**src/hdl/cps_pkg.sv**
```systemverilog
// ----------------------------------------------------------------------------
// cps_pkg
// Types and constants shared by the charge port supervisor modules.
// ----------------------------------------------------------------------------
package cps_pkg;

  // Input item and result item
  typedef struct packed {
    logic        mode;
    logic [3:0]  port;
    logic [31:0] now_seconds;
    logic [7:0]  fault_bits;
    logic [19:0] power;
    logic        first_in_sweep;
  } cps_in_t;

  typedef struct packed {
    logic [2:0]  port_state;
    logic [3:0]  stop_cause;
    logic        session_ended;
    logic [15:0] minutes_charged;
    logic [19:0] energy_units;
  } cps_out_t;

  // Configuration registers
  typedef struct packed {
    logic [19:0] pull_power_level;
    logic [19:0] full_power_level;
    logic [16:0] full_hold_seconds;
    logic [16:0] port_power_limit;
    logic [23:0] total_power_limit;
  } cps_cfg_t;

  localparam cps_cfg_t CFG_RESET = '{20'd20, 20'd300, 17'd3600, 17'd1000, 24'd8000};

  localparam logic [2:0] CFG_PULL_LEVEL  = 3'd0;
  localparam logic [2:0] CFG_FULL_LEVEL  = 3'd1;
  localparam logic [2:0] CFG_FULL_HOLD   = 3'd2;
  localparam logic [2:0] CFG_PORT_LIMIT  = 3'd3;
  localparam logic [2:0] CFG_TOTAL_LIMIT = 3'd4;

  // Item kinds
  localparam logic ITEM_SAMPLE = 1'b0;
  localparam logic ITEM_START  = 1'b1;

  // Port modes
  localparam logic [2:0] MODE_IDLE     = 3'd0;
  localparam logic [2:0] MODE_UNKNOWN  = 3'd1;
  localparam logic [2:0] MODE_CHARGING = 3'd2;
  localparam logic [2:0] MODE_FULL     = 3'd3;
  localparam logic [2:0] MODE_PULLED   = 3'd4;

  // Stop causes
  localparam logic [3:0] STOP_NONE        = 4'd0;
  localparam logic [3:0] STOP_OVERCURRENT = 4'd1;
  localparam logic [3:0] STOP_OVERVOLTAGE = 4'd2;
  localparam logic [3:0] STOP_SHORT       = 4'd3;
  localparam logic [3:0] STOP_FUSE        = 4'd4;
  localparam logic [3:0] STOP_OVERTEMP    = 4'd5;
  localparam logic [3:0] STOP_PULLED      = 4'd6;
  localparam logic [3:0] STOP_FULL        = 4'd7;
  localparam logic [3:0] STOP_PORT_POWER  = 4'd8;
  localparam logic [3:0] STOP_TOTAL_POWER = 4'd9;

  // Fault bit positions
  localparam int FAULT_OVERCURRENT = 0;
  localparam int FAULT_OVERVOLTAGE = 1;
  localparam int FAULT_SHORT       = 2;
  localparam int FAULT_FUSE        = 3;
  localparam int FAULT_OVERTEMP    = 4;

  // Timing constants in seconds
  localparam logic [31:0] PULL_CHECK_DELAY = 32'd120;
  localparam logic [31:0] PULL_CONFIRM     = 32'd30;
  localparam logic [31:0] MINUTE           = 32'd60;

  // Energy is kept as quotient and remainder of the power sum by ENERGY_DIV
  localparam int          ENERGY_DIV = 6000;
  localparam logic [19:0] ENERGY_MAX = 20'hFFFFF;
  localparam logic [23:0] SUM_MAX    = 24'hFFFFFF;
  localparam logic [15:0] COUNT_MAX  = 16'hFFFF;

  localparam int TAG_W      = 8;   // session tag for band counters
  localparam int BAND_IDX_W = 5;   // enough for up to 32 power bands
  localparam int Q10_W      = 17;  // power / 10
  localparam int QE_W       = 8;   // power / ENERGY_DIV
  localparam int RE_W       = 13;  // power % ENERGY_DIV

  localparam logic [TAG_W-1:0] TAG_MAX = '1;

  // Per-port record
  typedef struct packed {
    logic [2:0]       mode;
    logic [3:0]       stop;
    logic [31:0]      session_start;
    logic [31:0]      phase_start;
    logic             false_full;
    logic [31:0]      full_backup;
    logic [31:0]      below_full;
    logic [31:0]      minute_mark;
    logic [15:0]      minute_count;
    logic [19:0]      energy_q;
    logic [RE_W-1:0]  energy_r;
    logic [TAG_W-1:0] tag;
  } cps_rec_t;

  // Values worked out from the port and power fields ahead of the update
  typedef struct packed {
    logic                  in_range;
    logic [Q10_W-1:0]      q10;
    logic [QE_W-1:0]       qe;
    logic [RE_W-1:0]       re;
    logic [BAND_IDX_W-1:0] band;
  } cps_pre_t;

  // Band counter request from the update
  typedef struct packed {
    logic             minute;
    logic [TAG_W-1:0] tag;
  } cps_acct_t;

  // Band counter memory entry
  typedef struct packed {
    logic [TAG_W-1:0] tag;
    logic [15:0]      count;
  } cps_band_t;

endpackage

```
**src/hdl/cps_update.sv**
```systemverilog
// ----------------------------------------------------------------------------
// cps_update
// One-item update of a port record: faults, power detection, limits, minutes.
// ----------------------------------------------------------------------------
module cps_update
  import cps_pkg::*;
(
  input  cps_in_t     item,
  input  cps_pre_t    pre,
  input  cps_rec_t    rec,
  input  cps_cfg_t    cfg,
  input  logic [23:0] sweep_sum,
  output cps_rec_t    rec_next,
  output logic        rec_we,
  output logic [23:0] sweep_sum_next,
  output logic        sum_we,
  output cps_out_t    result,
  output cps_acct_t   acct
);

  logic [31:0]      t;
  logic [31:0]      below_new;
  logic [23:0]      sum_base;
  logic [24:0]      sum_wide;
  logic [13:0]      r_wide;
  logic             carry;
  logic [20:0]      q_wide;
  logic             ended;
  logic [TAG_W-1:0] tag_new;

  assign t       = item.now_seconds;
  assign tag_new = (rec.tag == TAG_MAX) ? TAG_W'(1) : rec.tag + TAG_W'(1);

  always_comb begin
    rec_next       = rec;
    rec_we         = 1'b0;
    sweep_sum_next = sweep_sum;
    sum_we         = 1'b0;
    acct           = '0;
    ended          = 1'b0;
    below_new      = rec.below_full;
    sum_base       = sweep_sum;
    sum_wide       = '0;
    r_wide         = '0;
    carry          = 1'b0;
    q_wide         = '0;

    if (!pre.in_range) begin
      rec_we = 1'b0;
    end else if (item.mode == ITEM_START) begin
      rec_we                 = 1'b1;
      rec_next.mode          = MODE_UNKNOWN;
      rec_next.stop          = STOP_NONE;
      rec_next.false_full    = 1'b0;
      rec_next.session_start = t;
      rec_next.phase_start   = t;
      rec_next.minute_mark   = t;
      rec_next.minute_count  = '0;
      rec_next.energy_q      = '0;
      rec_next.energy_r      = '0;
      rec_next.tag           = tag_new;
    end else if (rec.mode == MODE_IDLE) begin
      rec_we              = 1'b1;
      rec_next.false_full = 1'b0;
    end else begin
      rec_we = 1'b1;
      sum_we = 1'b1;
      if (item.first_in_sweep) begin
        sum_base = '0;
      end

      // Faults in priority order, then plug and battery detection
      if (item.fault_bits[FAULT_OVERCURRENT]) begin
        rec_next.stop = STOP_OVERCURRENT;
      end else if (item.fault_bits[FAULT_OVERVOLTAGE]) begin
        rec_next.stop = STOP_OVERVOLTAGE;
      end else if (item.fault_bits[FAULT_SHORT]) begin
        rec_next.stop = STOP_SHORT;
      end else if (item.fault_bits[FAULT_FUSE]) begin
        rec_next.stop = STOP_FUSE;
      end else if (item.fault_bits[FAULT_OVERTEMP]) begin
        rec_next.stop = STOP_OVERTEMP;
      end else if (item.fault_bits == '0 && rec.stop == STOP_NONE) begin
        if (item.power <= cfg.pull_power_level) begin
          if (rec.mode != MODE_PULLED) begin
            rec_next.mode        = MODE_PULLED;
            rec_next.phase_start = t;
          end else if ((t - rec.session_start) >= PULL_CHECK_DELAY &&
                       (t - rec.phase_start) >= PULL_CONFIRM) begin
            rec_next.stop = (item.power == '0) ? STOP_PULLED : STOP_FULL;
          end
        end else if (item.power <= cfg.full_power_level || rec.false_full) begin
          if (rec.mode != MODE_FULL) begin
            rec_next.mode = MODE_FULL;
            if (!rec.false_full) begin
              rec_next.phase_start = t;
              rec_next.full_backup = t;
            end else begin
              rec_next.phase_start = rec.full_backup;
            end
          end else begin
            // Hold full while power stays low; drop false-full after a minute above
            if (item.power < cfg.full_power_level) begin
              below_new = t;
            end
            rec_next.below_full = below_new;
            rec_next.false_full = ((t - below_new) >= MINUTE) ? 1'b0 : 1'b1;
            if ((t - rec.phase_start) >= 32'(cfg.full_hold_seconds)) begin
              rec_next.stop = STOP_FULL;
            end
          end
        end else begin
          rec_next.mode = MODE_CHARGING;
        end
      end

      // Power limits
      if (rec_next.stop == STOP_NONE) begin
        if (cfg.port_power_limit <= pre.q10) begin
          rec_next.stop = STOP_PORT_POWER;
        end
        sum_wide = {1'b0, sum_base} + 25'(pre.q10);
        sum_base = sum_wide[24] ? SUM_MAX : sum_wide[23:0];
        if (cfg.total_power_limit <= sum_base) begin
          rec_next.stop = STOP_TOTAL_POWER;
        end
      end
      sweep_sum_next = sum_base;

      if (rec_next.stop != STOP_NONE) begin
        rec_next.mode = MODE_IDLE;
        ended         = 1'b1;
      end

      // Minute accounting
      if ((t - rec.minute_mark) >= MINUTE) begin
        rec_next.minute_mark = t;
        if (rec.minute_count != COUNT_MAX) begin
          rec_next.minute_count = rec.minute_count + 16'd1;
        end
        r_wide = 14'(rec.energy_r) + 14'(pre.re);
        carry  = (r_wide >= 14'(ENERGY_DIV));
        rec_next.energy_r = carry ? RE_W'(r_wide - 14'(ENERGY_DIV)) : RE_W'(r_wide);
        q_wide = 21'(rec.energy_q) + 21'(pre.qe) + 21'(carry);
        rec_next.energy_q = (q_wide > 21'(ENERGY_MAX)) ? ENERGY_MAX : q_wide[19:0];
        acct.minute = 1'b1;
        acct.tag    = rec.tag;
      end
    end

    if (pre.in_range) begin
      result.port_state      = rec_next.mode;
      result.stop_cause      = rec_next.stop;
      result.session_ended   = ended;
      result.minutes_charged = rec_next.minute_count;
      result.energy_units    = rec_next.energy_q;
    end else begin
      result = '0;
    end
  end

endmodule

```
**config.mk**
```make
export PLATFORM = sky130hd
export DESIGN_NAME = cps_update
export DESIGN_NICKNAME = d
export VERILOG_FILES = /design/src/hdl/cps_pkg.sv /design/src/hdl/cps_update.sv
export SDC_FILE = /design/constraint.sdc
export NUM_CORES = 1
export LEC_CHECK = 0
export BUFFER_PORTS_ARGS = -buffer_cell sky130_fd_sc_hd__buf_2
export CAP_MARGIN = 5
export CORE_AREA = 4 4 296 298
export DETAILED_ROUTE_END_ITERATION = 16
export DIE_AREA = 0 0 300 302
export GPL_ROUTABILITY_DRIVEN = 0
export PLACE_DENSITY = 0.46
export SLEW_MARGIN = 0
export SYNTH_ARGS = -nofsm -noshare
export SYNTH_HDL_FRONTEND = slang
export SYNTH_SLANG_ARGS = --single-unit
```
**constraint.sdc**
```tcl
create_clock -name vclk -period 9.95
set_input_delay 1.4925 -clock vclk [all_inputs]
set_output_delay 1.4925 -clock vclk [all_outputs]
set_load 0.01 [all_outputs]
```
==> impl_metrics.tcl <==
set metrics [dict create \
    outcome "completed" \
    crit_chain "buf_2 -> ha_1 -> nand4_1 -> nor4bb_1 -> o21ai_0 -> o2111ai_4 -> buf_12 -> mux2i_1 -> ha_1 -> o211a_1 -> o31ai_1 -> a211oi_1 -> or2_2 -> a211oi_1 -> a311o_1 -> o41ai_1 -> o21ai_0 -> xor2_1 -> o2111ai_1 -> a2111oi_0 -> nand4_1 -> o31ai_1 -> buf_2" \
    required_ns 8.46 \
    yosys_warnings 0 \
    worst_hold_startpoint "rec[102]" \
    holdPathStages 4 \
    fin_crit_sh_pct 95.1 \
    crit_path_end_kind "output port" \
    max_slew_margin_pct 20.2 \
    worst_pin_slew_ns 1.20 \
    dieHeight_microns 302 \
    nets 4196 \
    io_buffers 752 \
    critical-path-max-stage-delay_ns 0.75 \
    rows 107 \
    synth_simple_gate_area_share_pct 25.6 \
    syn_inst 2785 \
    syn-num-nets 3510 \
    synth_compound_area_share_pct 36.1 \
    final.clkbuf_count 0 \
    drtAntennaViolNets 0 \
    die_w_microns 300 \
    final_hold_viol_count 0 \
    place_inst 4613 \
    wl_per_cell_microns 24.9 \
    worst-path-max-fanout 33 \
    crit_type "in -> out" \
    hpwl_microns 98700 \
    seq_cell_count 0 \
    antenna_found_initial 29 \
    ff_latch_area_sq_um 0 \
    slew_viol_final 0 \
    die_area_sq_mm 0.0906 \
    fill_cells 9849 \
    synth-xor-area-share_pct 4.88 \
    avgSynthCellArea_sq_um 6.51 \
    synth_fa_ha_area_share_pct 18.8 \
    fin_cells 4623 \
    start_kind "primary input" \
    drc_errors 0 \
    grt_max_degree 59 \
    min_period_ns 9.46 \
    setup_viol 0 \
    vias_per_cell 5.35 \
    rsz0062_at_grt "no" \
    num_vias 24700 \
    layout_commonest_cell "buf_2" \
    final_cell_mix "752 x buf_2, 279 x nand2_1, 260 x ha_1, 252 x inv_1, 241 x o21ai_0" \
    drtIter0Drc 2053 \
    synth_cell_types 89 \
    ys_seq_area_share_pct 0 \
    grt-ovfl-total 0 \
    yosys-mux-area-fraction_pct 6.64 \
    min_path_type "in -> out" \
    core_sq_mm 0.0849 \
    cp.arrival_ns 7.97 \
    grt_usage_pct 23.7 \
    fin_tns_setup_ns 0 \
    slowest_stage "o41ai_1" \
    start_util_pct 21.4 \
    grt_pass1_vias 23500 \
    postCtsHoldBufs 0 \
    drt-pass1-iter-count 6 \
    max_freq_ghz 0.106 \
    wirelength_microns 115000 \
    grt_pass1_wl_microns 161000 \
    syn-cell-area_sq_mm 0.0181 \
    min_to "rec_next[102]" \
    area_growth_pct 28.9 \
    io_pins 761 \
    final_layout_size_suffix_gt1_share_pct 26.8 \
    synth_top_family_by_area "compound AO/OA/AOI/OAI gates" \
    cap_violations 0 \
]
synthesized netlist by cell type, drive strengths merged, types with 28 or more instances:
library cell  instances  share of area, %
o2bb2ai              28               1.4
a21o                 76               3.1
o21a                 45               1.9
xor2                 36               1.7
nor2b                60               2.1
mux2i                46               2.5
o21ai               248               6.9
mux2                 66               4.1
a31oi                29               1.0
a21oi               215               6.0
o22ai                44               1.5
o211ai               61               2.5
xnor2                65               3.1
nor3                 71               2.0
a211oi               30               1.3
ha                  260                18
nand3                66               1.9
nand4                57               2.0
nand2b               34               1.2
and3                 46               1.6
nand2               280               5.8
clkbuf              103               2.1
inv                 253               5.2
nor2                186               3.8
stage by stage:
stage	worst slack, ns	hold slack (ns)	utilization [%]	instance area (sq um)
finish	0.489	3.29	27.5	23400
floorplan	1.18	3.07	-	18100
global placement	0.469	3.29	27.5	23300
detailed placement	0.437	3.29	27.5	23300
CTS	0.404	3.29	27.5	23300
global route	0.0385	3.31	27.5	23400
final cells by class:
cell class,instances,area (sq um),area share [%]
Inverter,254,953,4.08
Antenna cell,10,25.0,0.107
Multi-Input combinational cell,2408,16800,71.7
Timing Repair Buffer,807,4200,18.0
Tap cell,1144,1430,6.12
cell families (layout without fill, tap and decap cells):
| logic type | after synthesis | in the layout |
|---|---|---|
| buffers and inverters | 377 | 1061 |
| adders and majority gates | 268 | 268 |
| other | 0 | 10 |
| and+or+nand+nor | 937 | 937 |
| xor gates and xnor gates | 101 | 101 |
| AOI/OAI and AO/OA | 990 | 990 |
| muxes | 112 | 112 |
critical path, delay by kind of cell:
family / cells / cell delay (ns)
AND/OR/NAND/NOR: 4 / 1.04
adder cells (fa/ha/maj): 2 / 0.62
AO/OA/AOI/OAI: 12 / 3.48
XOR/XNOR: 1 / 0.19
multiplexers: 1 / 0.47
buffers and inverters: 3 / 0.57
how the worst max path moves through the flow:
stage | start | to | slack (ns) | cells after the start
2_1_floorplan | pre[5] | rec_next[29] | 1.18 | 26
3_3_place_gp | rec[8] | rec_next[32] | 0.47 | 29
3_5_place_dp | rec[8] | rec_next[32] | 0.44 | 29
4_1_cts | rec[8] | rec_next[32] | 0.40 | 29
5_1_grt | rec[8] | result[13] | 0.04 | 29
6_report | item[16] | rec_next[153] | 0.49 | 23
metal layers:
metal,vias to the layer above,GRT usage [%],wire (microns)
met5,-,0,57
met4,8,10.1,6240
met3,184,3.38,7570
met2,1086,40.6,52700
met1,11700,29.7,48600
li1,11800,-,-
repair_timing:
action / in CTS / in global routing
setup endpoints to repair: 0 / 32
gates resized for setup: 0 / 3
buffers inserted: 0 / 0
