[src/hdl/cps_ram.sv]
// ----------------------------------------------------------------------------
// cps_ram
// Simple dual-port RAM: one write port, one read port with registered data.
// ----------------------------------------------------------------------------
module cps_ram #(
  parameter int WIDTH = 8,
  parameter int DEPTH = 16
) (
  input  logic                                  clk,
  input  logic                                  we,
  input  logic [(DEPTH > 1 ? $clog2(DEPTH) : 1)-1:0] waddr,
  input  logic [WIDTH-1:0]                      wdata,
  input  logic [(DEPTH > 1 ? $clog2(DEPTH) : 1)-1:0] raddr,
  output logic [WIDTH-1:0]                      rdata
);

  logic [WIDTH-1:0] mem [DEPTH];

  // Read returns the old data on a same-address write
  always_ff @(posedge clk) begin
    if (we) begin
      mem[waddr] <= wdata;
    end
    rdata <= mem[raddr];
  end

endmodule

[config.mk]
export PLATFORM = sky130hd
export DESIGN_NAME = cps_ram
export DESIGN_NICKNAME = d
export VERILOG_FILES = /design/src/hdl/cps_ram.sv
export SDC_FILE = /design/constraint.sdc
export NUM_CORES = 1
export LEC_CHECK = 0
export ABC_AREA = 0
export BUFFER_PORTS_ARGS = -buffer_cell sky130_fd_sc_hd__buf_2
export CORE_AREA = 5 5 99 101
export DETAILED_ROUTE_END_ITERATION = 10
export DIE_AREA = 0 0 104 106
export PLACE_DENSITY = 0.77
export SYNTH_ARGS = -nofsm -noshare
export SYNTH_HDL_FRONTEND = slang
export SYNTH_SLANG_ARGS = --single-unit
[constraint.sdc]
create_clock -name clk -period 2.75 [get_ports clk]
set_clock_uncertainty 0.2 [all_clocks]
set_input_delay 0 -clock clk [delete_from_list [all_inputs] [get_ports clk]]
set_output_delay 0 -clock clk [all_outputs]
set_load 0.02 [all_outputs]
==> results.cfg, run 1 <==
[synth]
synthesis.instances = 229
synth_seq_area_share = 0.7778
synth_area_leader_cell = edfxtp_1
synth_area_leaders = edfxtp_1 75%, mux4_2 7.9%, mux4_1 7.1%
synth.distinct_cells = 19
synth-seq-cells = 136
yosysTopAreaCellShare = 0.7467
syn_avg_cell_area_um2 = 22.48
synth-warning-count = 0
netlist_area_um2 = 5147
syn_nets = 247

[placement]
port-buffer-count = 25
placedCellCount = 365
gpl.final_weighted_congestion = 0.7485
post-dp-hpwl_um = 5972

[worst_setup_path]
critPathKind = in2reg
reg2reg_to = rdata[3]
r2r_cells = 4
r2r_setup_slack_ps = 790
cp_max_fo = 4
endpoint_kind = flip-flop
arrival_ps = 2450
required_ps = 2780
worstSetupStartpointType = input port
r2r_start = mem[9][3]

[min_path]
hold_path_startpoint = raddr[0]
min_path_type = in2reg
min_to = rdata[4]
hold_path_depth = 5

[timing]
tightest_slew_ps = 981.4
slew_violations = 0
slew_headroom = 0.3433
timing_hold_violations_final = 0
fmax_mhz = 413.0
min_period_ps = 2422
tns_ps = 0
whs_ps = 38.86
rsz0062_at_grt = no
period_share = 0.8805
setup_viol = 0

[pwr]
ir_worst_vdd_mv = 0.5295
clockPowerShare = 0.465
p_leak_nw = 2.120
p_switching_w = 0.0009666
seqPwrFrac = 0.485
internal_power_w = 0.003844
powerDensity_nw_per_um2 = 775.3
power_frac_comb = 0.051
p_sw_frac = 0.2009

[clock_network]
postCtsHoldBufs = 20
cts_sinks = 136
path_clk_slew_ps = 60
cts_root_buf = clkbuf_8
htree_levels = 4
numCtsBuffers = 17
cts_resized = 0
cts_tree = yes
cts_buffer_depth = 2
postCtsSetupRepairBufs = 0
clock_latency_ps = 520

[floorplanning]
die_w_um = 104
core_area_um2 = 8934
dieArea_um2 = 11020
initial_utilization = 0.5762
std_cell_rows = 35
ios = 26
die_y_um = 106

[layout]
num-fill-cells = 549
nets = 311
syn2layout_area_growth_pct = 20.54
drive_above_1_share = 0.2787
layout_common_cells = 128 x edfxtp_1, 25 x buf_2, 20 x dlygate4sd3_1
antennaDiodeCount = 0
final-seq-area_um2 = 4004
layout.cells.most_common = edfxtp_1
layout.cells.non_filler = 416
multi_input_area_um2 = 1057

[detailed_routing]
ant_nets = 0
routed_wl_um = 10200
wl_per_cell_um = 24.52
drcViolationCount = 0
vias_per_cell = 6.202
dr.first_iter.drc_count = 231
dr.pass1.iters = 4
num_vias = 2580

[global_routing]
track_usage = 0.1985
grt_max_degree = 33
gr-total-overflow = 0
grt_pass1_wl_um = 15950
antenna_found_initial = 0
grt_pass1_vias = 2710

[status]
status = completed

[job]
drv_cap = 0
cells by family after synthesis:
logic type	share of synthesized area
DFF	0.7778
and+or+nand+nor	0.03184
muxes	0.1502
AOI/OAI and AO/OA	0.02334
buffers and inverters	0.01677
synthesized netlist by cell type, drive strengths merged:
cell / number
a22oi: 16
nor3: 4
nand3: 1
dfxtp: 8
nand3b: 2
nor2: 13
buf: 7
nand2: 9
and2b: 1
edfxtp: 128
clkdlybuf4s25: 3
nand2b: 2
and2: 1
nor2b: 1
mux4: 32
or3b: 1
worst max-delay path by stage:
stage / startpoint / end / slack (ps)
3_3_place_gp: raddr[1] / rdata[1] / 1040
4_1_cts: waddr[2] / mem[3][6] / 340
3_5_place_dp: waddr[2] / mem[1][4] / 950
2_1_floorplan: waddr[2] / mem[0][0] / 1060
6_report: waddr[2] / mem[3][6] / 330
5_1_grt: waddr[3] / mem[3][6] / 220
registers in the layout, indices dropped and copies added, names as in the netlist:
signal	flops
rdata	8
mem	128
per-layer routing:
layer,GRT usage,share of wire,wire (um),vias to the layer above
li1,-,-,-,1104
met1,0.2666,0.41,4202,1328
met2,0.3124,0.50,5050,126
met3,0.04068,0.066,670,22
met4,0.1008,0.027,276,0
met5,0,0,0,-
layout make-up:
type                    instances  share of cell area
clock buffers                  19             0.07118
multi-input cells              83              0.1704
repair buffers                 55             0.06655
flip-flops and latches        136              0.6453
well taps                     111             0.02238
clock inverters                12             0.02420
worst max-delay path, cell delays in order:
cell and delay (ps):
dlygate4sd3_1 520, buf_2 130, or3b_2 460, dlygate4sd3_1 620, nor2_1 140, dlygate4sd3_1 580
stage by stage:
stage               utilization  total power, W  setup WS (ps)  instance area (um2)
global placement         0.6059        0.002584           1038                 5413
CTS                      0.6945        0.004822          340.8                 6205
floorplan                     -        0.002505           1057                 5147
finish                   0.6945        0.004811          328.5                 6205
detailed placement       0.6059        0.002595          948.6                 5413
global route             0.6945        0.004948          221.1                 6205
power by group through the flow:
stage | Clock [W] | Sequential [W] | Combinational, W
after global placement | 0 | 0.00237 | 0.000214
after global routing | 0.00235 | 0.00233 | 0.000264
final | 0.00223 | 0.00233 | 0.000245
after detailed placement | 0 | 0.00237 | 0.000222
after CTS | 0.00224 | 0.00233 | 0.000246
after floorplan | 0 | 0.00239 | 0.000118
(Power assumes the default switching activity.)
==> run 2, diff against run 1 <==
--- a/config.mk
+++ b/config.mk
@@ -7,10 +7,11 @@
 export LEC_CHECK = 0
 export ABC_AREA = 0
 export BUFFER_PORTS_ARGS = -buffer_cell sky130_fd_sc_hd__buf_2
-export CORE_AREA = 5 5 99 101
+export CORE_AREA = 5 5 104 106
 export DETAILED_ROUTE_END_ITERATION = 10
-export DIE_AREA = 0 0 104 106
-export PLACE_DENSITY = 0.77
+export DIE_AREA = 0 0 109 111
+export PLACE_DENSITY = 0.73
+export SETUP_SLACK_MARGIN = 0.5
 export SYNTH_ARGS = -nofsm -noshare
 export SYNTH_HDL_FRONTEND = slang
 export SYNTH_SLANG_ARGS = --single-unit
==> constraint.sdc (replaced) <==
create_clock -name clk -period 2 [get_ports clk]
set_clock_uncertainty 0.2 [all_clocks]
set_input_delay 0 -clock clk [delete_from_list [all_inputs] [get_ports clk]]
set_output_delay 0 -clock clk [all_outputs]
set_load 0.02 [all_outputs]
==> run 2 against run 1 <==
  * The run now ends with hold timing left
  * Total power grew 36%
  * Cell count grew 7.0%
  * Utilization down 4.5 points
  * Clock power rose by 34%
  * Hold slack got worse by 85 ps
  * Register-to-register slack worse by 290 ps
  * Sequential share of layout area fell by 0.90 points
  * Cell area up 1.4%
  * Non-clock buffer count up 6
  * Sequential power grew 38%
  * Combinational power increased by 43%
  * First-iteration DRC count is 28% lower
  * Largest cell class unchanged
==> results.cfg, run 2 (synthesis results as in run 1) <==
[timing]
slew_headroom = 0.4665
layout_setup_ws_ps = 473.1
whs_ps = -46.61
rsz0062_at_grt = yes
tns_ps = 0
slew_violations = 0
fmax_mhz = 654.9
min_period_ps = 1527
period_share = 0.7635
setup_viol = 0
tightest_slew_ps = 797.4
timing_hold_violations_final = 88

[detailed_routing]
ant_nets = 0
dr.first_iter.drc_count = 167
num_vias = 2498
routed_wl_um = 9713
dr.pass1.iters = 4
wl_per_cell_um = 21.83
vias_per_cell = 5.613
drcViolationCount = 0

[pwr]
power_frac_comb = 0.054
p_sw_frac = 0.2015
p_leak_nw = 2.141
seqPwrFrac = 0.490
ir_worst_vdd_mv = 0.6360
clockPowerShare = 0.456
powerDensity_nw_per_um2 = 1040
p_switching_w = 0.001318
internal_power_w = 0.005225

[clock_network]
htree_levels = 4
cts_tree = yes
path_clk_slew_ps = 60
postCtsSetupRepairBufs = 0
cts_sinks = 136
numCtsBuffers = 17
cts_buffer_depth = 2
cts_root_buf = clkbuf_8
clock_latency_ps = 510

[worst_setup_path]
slowest_stage = dlygate4sd3_1
endpoint_kind = flip-flop
arrival_ps = 1530
required_ps = 2010
worstPathCellList = buf_2, dlygate4sd3_1, or3b_2, nor3_2, buf_4
critPathKind = in2reg
worstSetupStartpointType = input port
max_stage_delay_ps = 560
cp_max_fo = 8

[floorplanning]
ios = 26
core_area_um2 = 9684
std_cell_rows = 36
dieArea_um2 = 12100
initial_utilization = 0.5315
die_w_um = 109
die_y_um = 111

[layout]
design_area_um2 = 6292
reg_top3 = mem: 128 flops, rdata: 8 flops
top_register = mem
syn2layout_area_growth_pct = 22.24
final_util = 0.6497
largest_reg_flops = 128
drive_above_1_share = 0.3301
antennaDiodeCount = 0
nets = 317
layout.cells.most_common = edfxtp_1
layout_common_cells = 128 x edfxtp_1, 25 x buf_2, 22 x mux4_2

[global_routing]
track_usage = 0.1778
gr-total-overflow = 0
grt_pass1_vias = 2748
antenna_found_initial = 0
grt_pass1_wl_um = 15350
grt_max_degree = 21

[placement]
post-dp-hpwl_um = 6014
gpl.final_weighted_congestion = 0.7439
placed_area_um2 = 5553
place_ws_ps = 262.2
port-buffer-count = 25

[status]
status = finished with violations
violations = hold timing

[job]
drv_cap = 0

[min_path]
min_path_type = in2reg
## run 2: changes by cell type in the layout (fill, tap and decap cells not counted), moves of 5 or more
cell	previous run	this run
a22oi_1	16	10
buf_4	9	18
a22oi_2	0	6
dlygate4sd3_1	20	15
## run 2: worst max-delay path: cells and delay by family
family	cells	cell delay, ps
buffers and inverters	3	900
and+or+nand+nor	2	640
## run 2: power by group through the flow
stage	Combinational, W	Clock [W]	Sequential, W
4_1_cts	0.000351	0.00303	0.00321
6_report	0.000351	0.00299	0.00321
2_1_floorplan	0.000162	0	0.00328
3_3_place_gp	0.000316	0	0.00326
5_1_grt	0.000381	0.00315	0.00321
3_5_place_dp	0.000322	0	0.00327
## run 2: layer usage
metal,wire (um),share of wire,vias up,track usage
met3,556,0.057,8,0.03902
met2,4832,0.50,75,0.2735
met1,4242,0.44,1305,0.2543
met4,80,0.0082,0,0.05808
met5,0,0,-,0
li1,-,-,1110,-
## run 2: final cells by class
class                           instances  area, um2
Clock buffer                           18      417.9
Clock inverter                         14      156.4
Fill cell                             632       3392
Sequential cell                       136       4004
Timing Repair Buffer                   61      470.5
Multi-Input combinational cell         83       1077
Tap cell                              133      166.4
## run 2: metrics by stage
step / cells / total power [W]
6_report: 445 / 0.006543
5_1_grt: 445 / 0.006746
4_1_cts: 444 / 0.006588
3_5_place_dp: 398 / 0.003589
3_3_place_gp: 398 / 0.003579
2_1_floorplan: 229 / 0.003445
## run 2: path summary, 6_finish.rpt
check,start,end,slack (ps),cells after the start
max,waddr[3],mem[0][7],470,5
min,raddr[1],rdata[6],-50,4
max reg2reg,mem[11][4],rdata[4],500,3
min reg2reg,mem[7][2],rdata[2],480,3
## run 2: what timing repair did
action	4_1_cts	5_1_grt
setup endpoints to repair	4	6
pin swaps	2	3
endpoints found under the hold margin	264	46
gates cloned	0	0
resized for setup	5	5
hold buffers	14	1
==> run 3, diff against run 2 <==
==> constraint.sdc (replaced) <==
create_clock -name clk -period 1.25 [get_ports clk]
set_clock_uncertainty 0.2 [all_clocks]
set_input_delay 0 -clock clk [delete_from_list [all_inputs] [get_ports clk]]
set_output_delay 0 -clock clk [all_outputs]
set_load 0.02 [all_outputs]
==> run 3 against run 2 <==
  * The run ends with hold timing, setup timing left
  * Cell area up 6.3%
  * Clock power up 61%
  * Global-route usage up 0.34 points
  * Sequential share of layout area down 3.6 points
  * Cell count up 0.67%
  * Routed wire length up 1.8%
  * Sequential power up 60%
  * Register-to-register slack worse by 710 ps
  * Largest power group unchanged
  * Non-clock buffer count up 3
  * Critical path depth down 2
  * Total power up 63%
  * Largest cell class unchanged
==> results.cfg, run 3 (synthesis results as in run 1) <==
[status]
status = finished with violations
violations = hold timing, setup timing

[detailed_routing]
vias_per_cell = 5.623
wl_per_cell_um = 22.08
drcViolationCount = 0
num_vias = 2519
dr.first_iter.drc_count = 181
ant_nets = 0
dr.pass1.iters = 4
routed_wl_um = 9891

[pwr]
powerDensity_nw_per_um2 = 1591
p_leak_nw = 2.211
ir_worst_vdd_mv = 0.8557
seqPwrFrac = 0.484
p_sw_frac = 0.2032
power_frac_comb = 0.065
clockPowerShare = 0.451
internal_power_w = 0.008477
p_total_w = 0.01064
p_switching_w = 0.002162

[timing]
min_period_ps = 1457
rsz0062_at_grt = yes
whs_ps = -134.2
period_share = 1.166
slew_headroom = 0.4387
tightest_slew_ps = 840.2
fmax_mhz = 686.1
layout_setup_ws_ps = -207.4
timing_hold_violations_final = 120
slew_violations = 0
setup_viol = 8

[layout]
nets = 320
top_register = mem
largest_reg_flops = 128
reg_top3 = mem: 128 flops, rdata: 8 flops
layout.cells.most_common = edfxtp_1
syn2layout_area_growth_pct = 29.90
layout_common_cells = 128 x edfxtp_1, 32 x mux4_2, 17 x buf_12
design_area_um2 = 6686
drive_above_1_share = 0.4762
antennaDiodeCount = 0

[worst_setup_path]
critPathKind = reg2reg
worstSetupStartpointType = flip-flop
required_ps = 1440
arrival_ps = 1640
endpoint_kind = flip-flop
cp_max_fo = 1

[placement]
gpl.final_weighted_congestion = 0.7320
post-dp-hpwl_um = 6298
placed_area_um2 = 5863
port-buffer-count = 25

[floorplanning]
dieArea_um2 = 12100
initial_utilization = 0.5315
ios = 26
std_cell_rows = 36
core_area_um2 = 9684
die_y_um = 111
die_w_um = 109

[clock_network]
numCtsBuffers = 17
clock_latency_ps = 500
cts_root_buf = clkbuf_8
cts_sinks = 136
htree_levels = 4
postCtsHoldBufs = 8
path_clk_slew_ps = 60
cts_buffer_depth = 2
cts_tree = yes

[global_routing]
gr-total-overflow = 0
antenna_found_initial = 0
grt_pass1_wl_um = 15550
track_usage = 0.1812
grt_pass1_vias = 2747
grt_max_degree = 17

[min_path]
min_path_type = in2reg

[job]
drv_cap = 0
[run 3: final cells by class]
type                       instances  area (um2)
fill                             585        2998
multi-input combinational         83        1202
clock buffer                      20       425.4
tap                              133       166.4
sequential                       136        4013
timing repair buffer              64       728.2
clock inverter                    12       151.4
[run 3: worst paths after layout]
kind	startpoint	cells past startpoint	slack (ps)	endpoint
worst max-delay path	mem[3][6]	3	-210	rdata[6]
worst min-delay path	waddr[0]	3	-130	mem[13][6]
worst max register to register	mem[3][6]	3	-210	rdata[6]
worst min register to register	mem[10][6]	3	490	rdata[6]
[run 3: power groups by stage]
stage | clock [W] | sequential, W | combinational (W)
final | 0.00480 | 0.00515 | 0.000691
after global routing | 0.00513 | 0.00515 | 0.000739
after CTS | 0.00488 | 0.00515 | 0.000694
after detailed placement | 0 | 0.00523 | 0.000614
after global placement | 0 | 0.00522 | 0.000600
after floorplan | 0 | 0.00525 | 0.000298
[run 3: through the flow]
stage	TNS, ps	worst slack [ps]	instances	util
6_report	-1448	-207.4	448	0.6904
5_1_grt	-1914	-266.1	448	0.6904
4_1_cts	-1679	-229.2	448	0.6880
3_5_place_dp	-13250	-313.8	405	0.6054
3_3_place_gp	-12090	-272.5	405	0.6054
2_1_floorplan	-1200	-76.87	229	-
[run 3: layer usage]
| layer | vias to the layer above | track usage | wire, um |
|---|---|---|---|
| li1 | 1108 | - | - |
| met1 | 1288 | 0.2406 | 3771 |
| met2 | 117 | 0.2912 | 5271 |
| met3 | 6 | 0.05941 | 789 |
| met4 | 0 | 0.04293 | 59 |
| met5 | - | 0 | 0 |
[run 3: repair_timing]
| item | in CTS | in global routing |
|---|---|---|
| endpoints found under the setup margin | 112 | 104 |
| pin swaps | 4 | 5 |
| hold endpoints to repair | 264 | 120 |
| gates resized for setup | 33 | 5 |
| setup buffers | 3 | 0 |
[run 3: worst max-delay path, stage by stage (launching register included)]
cell	delay, ps
edfxtp_1	380
mux4_2	490
a22oi_2	200
nand2_1	70
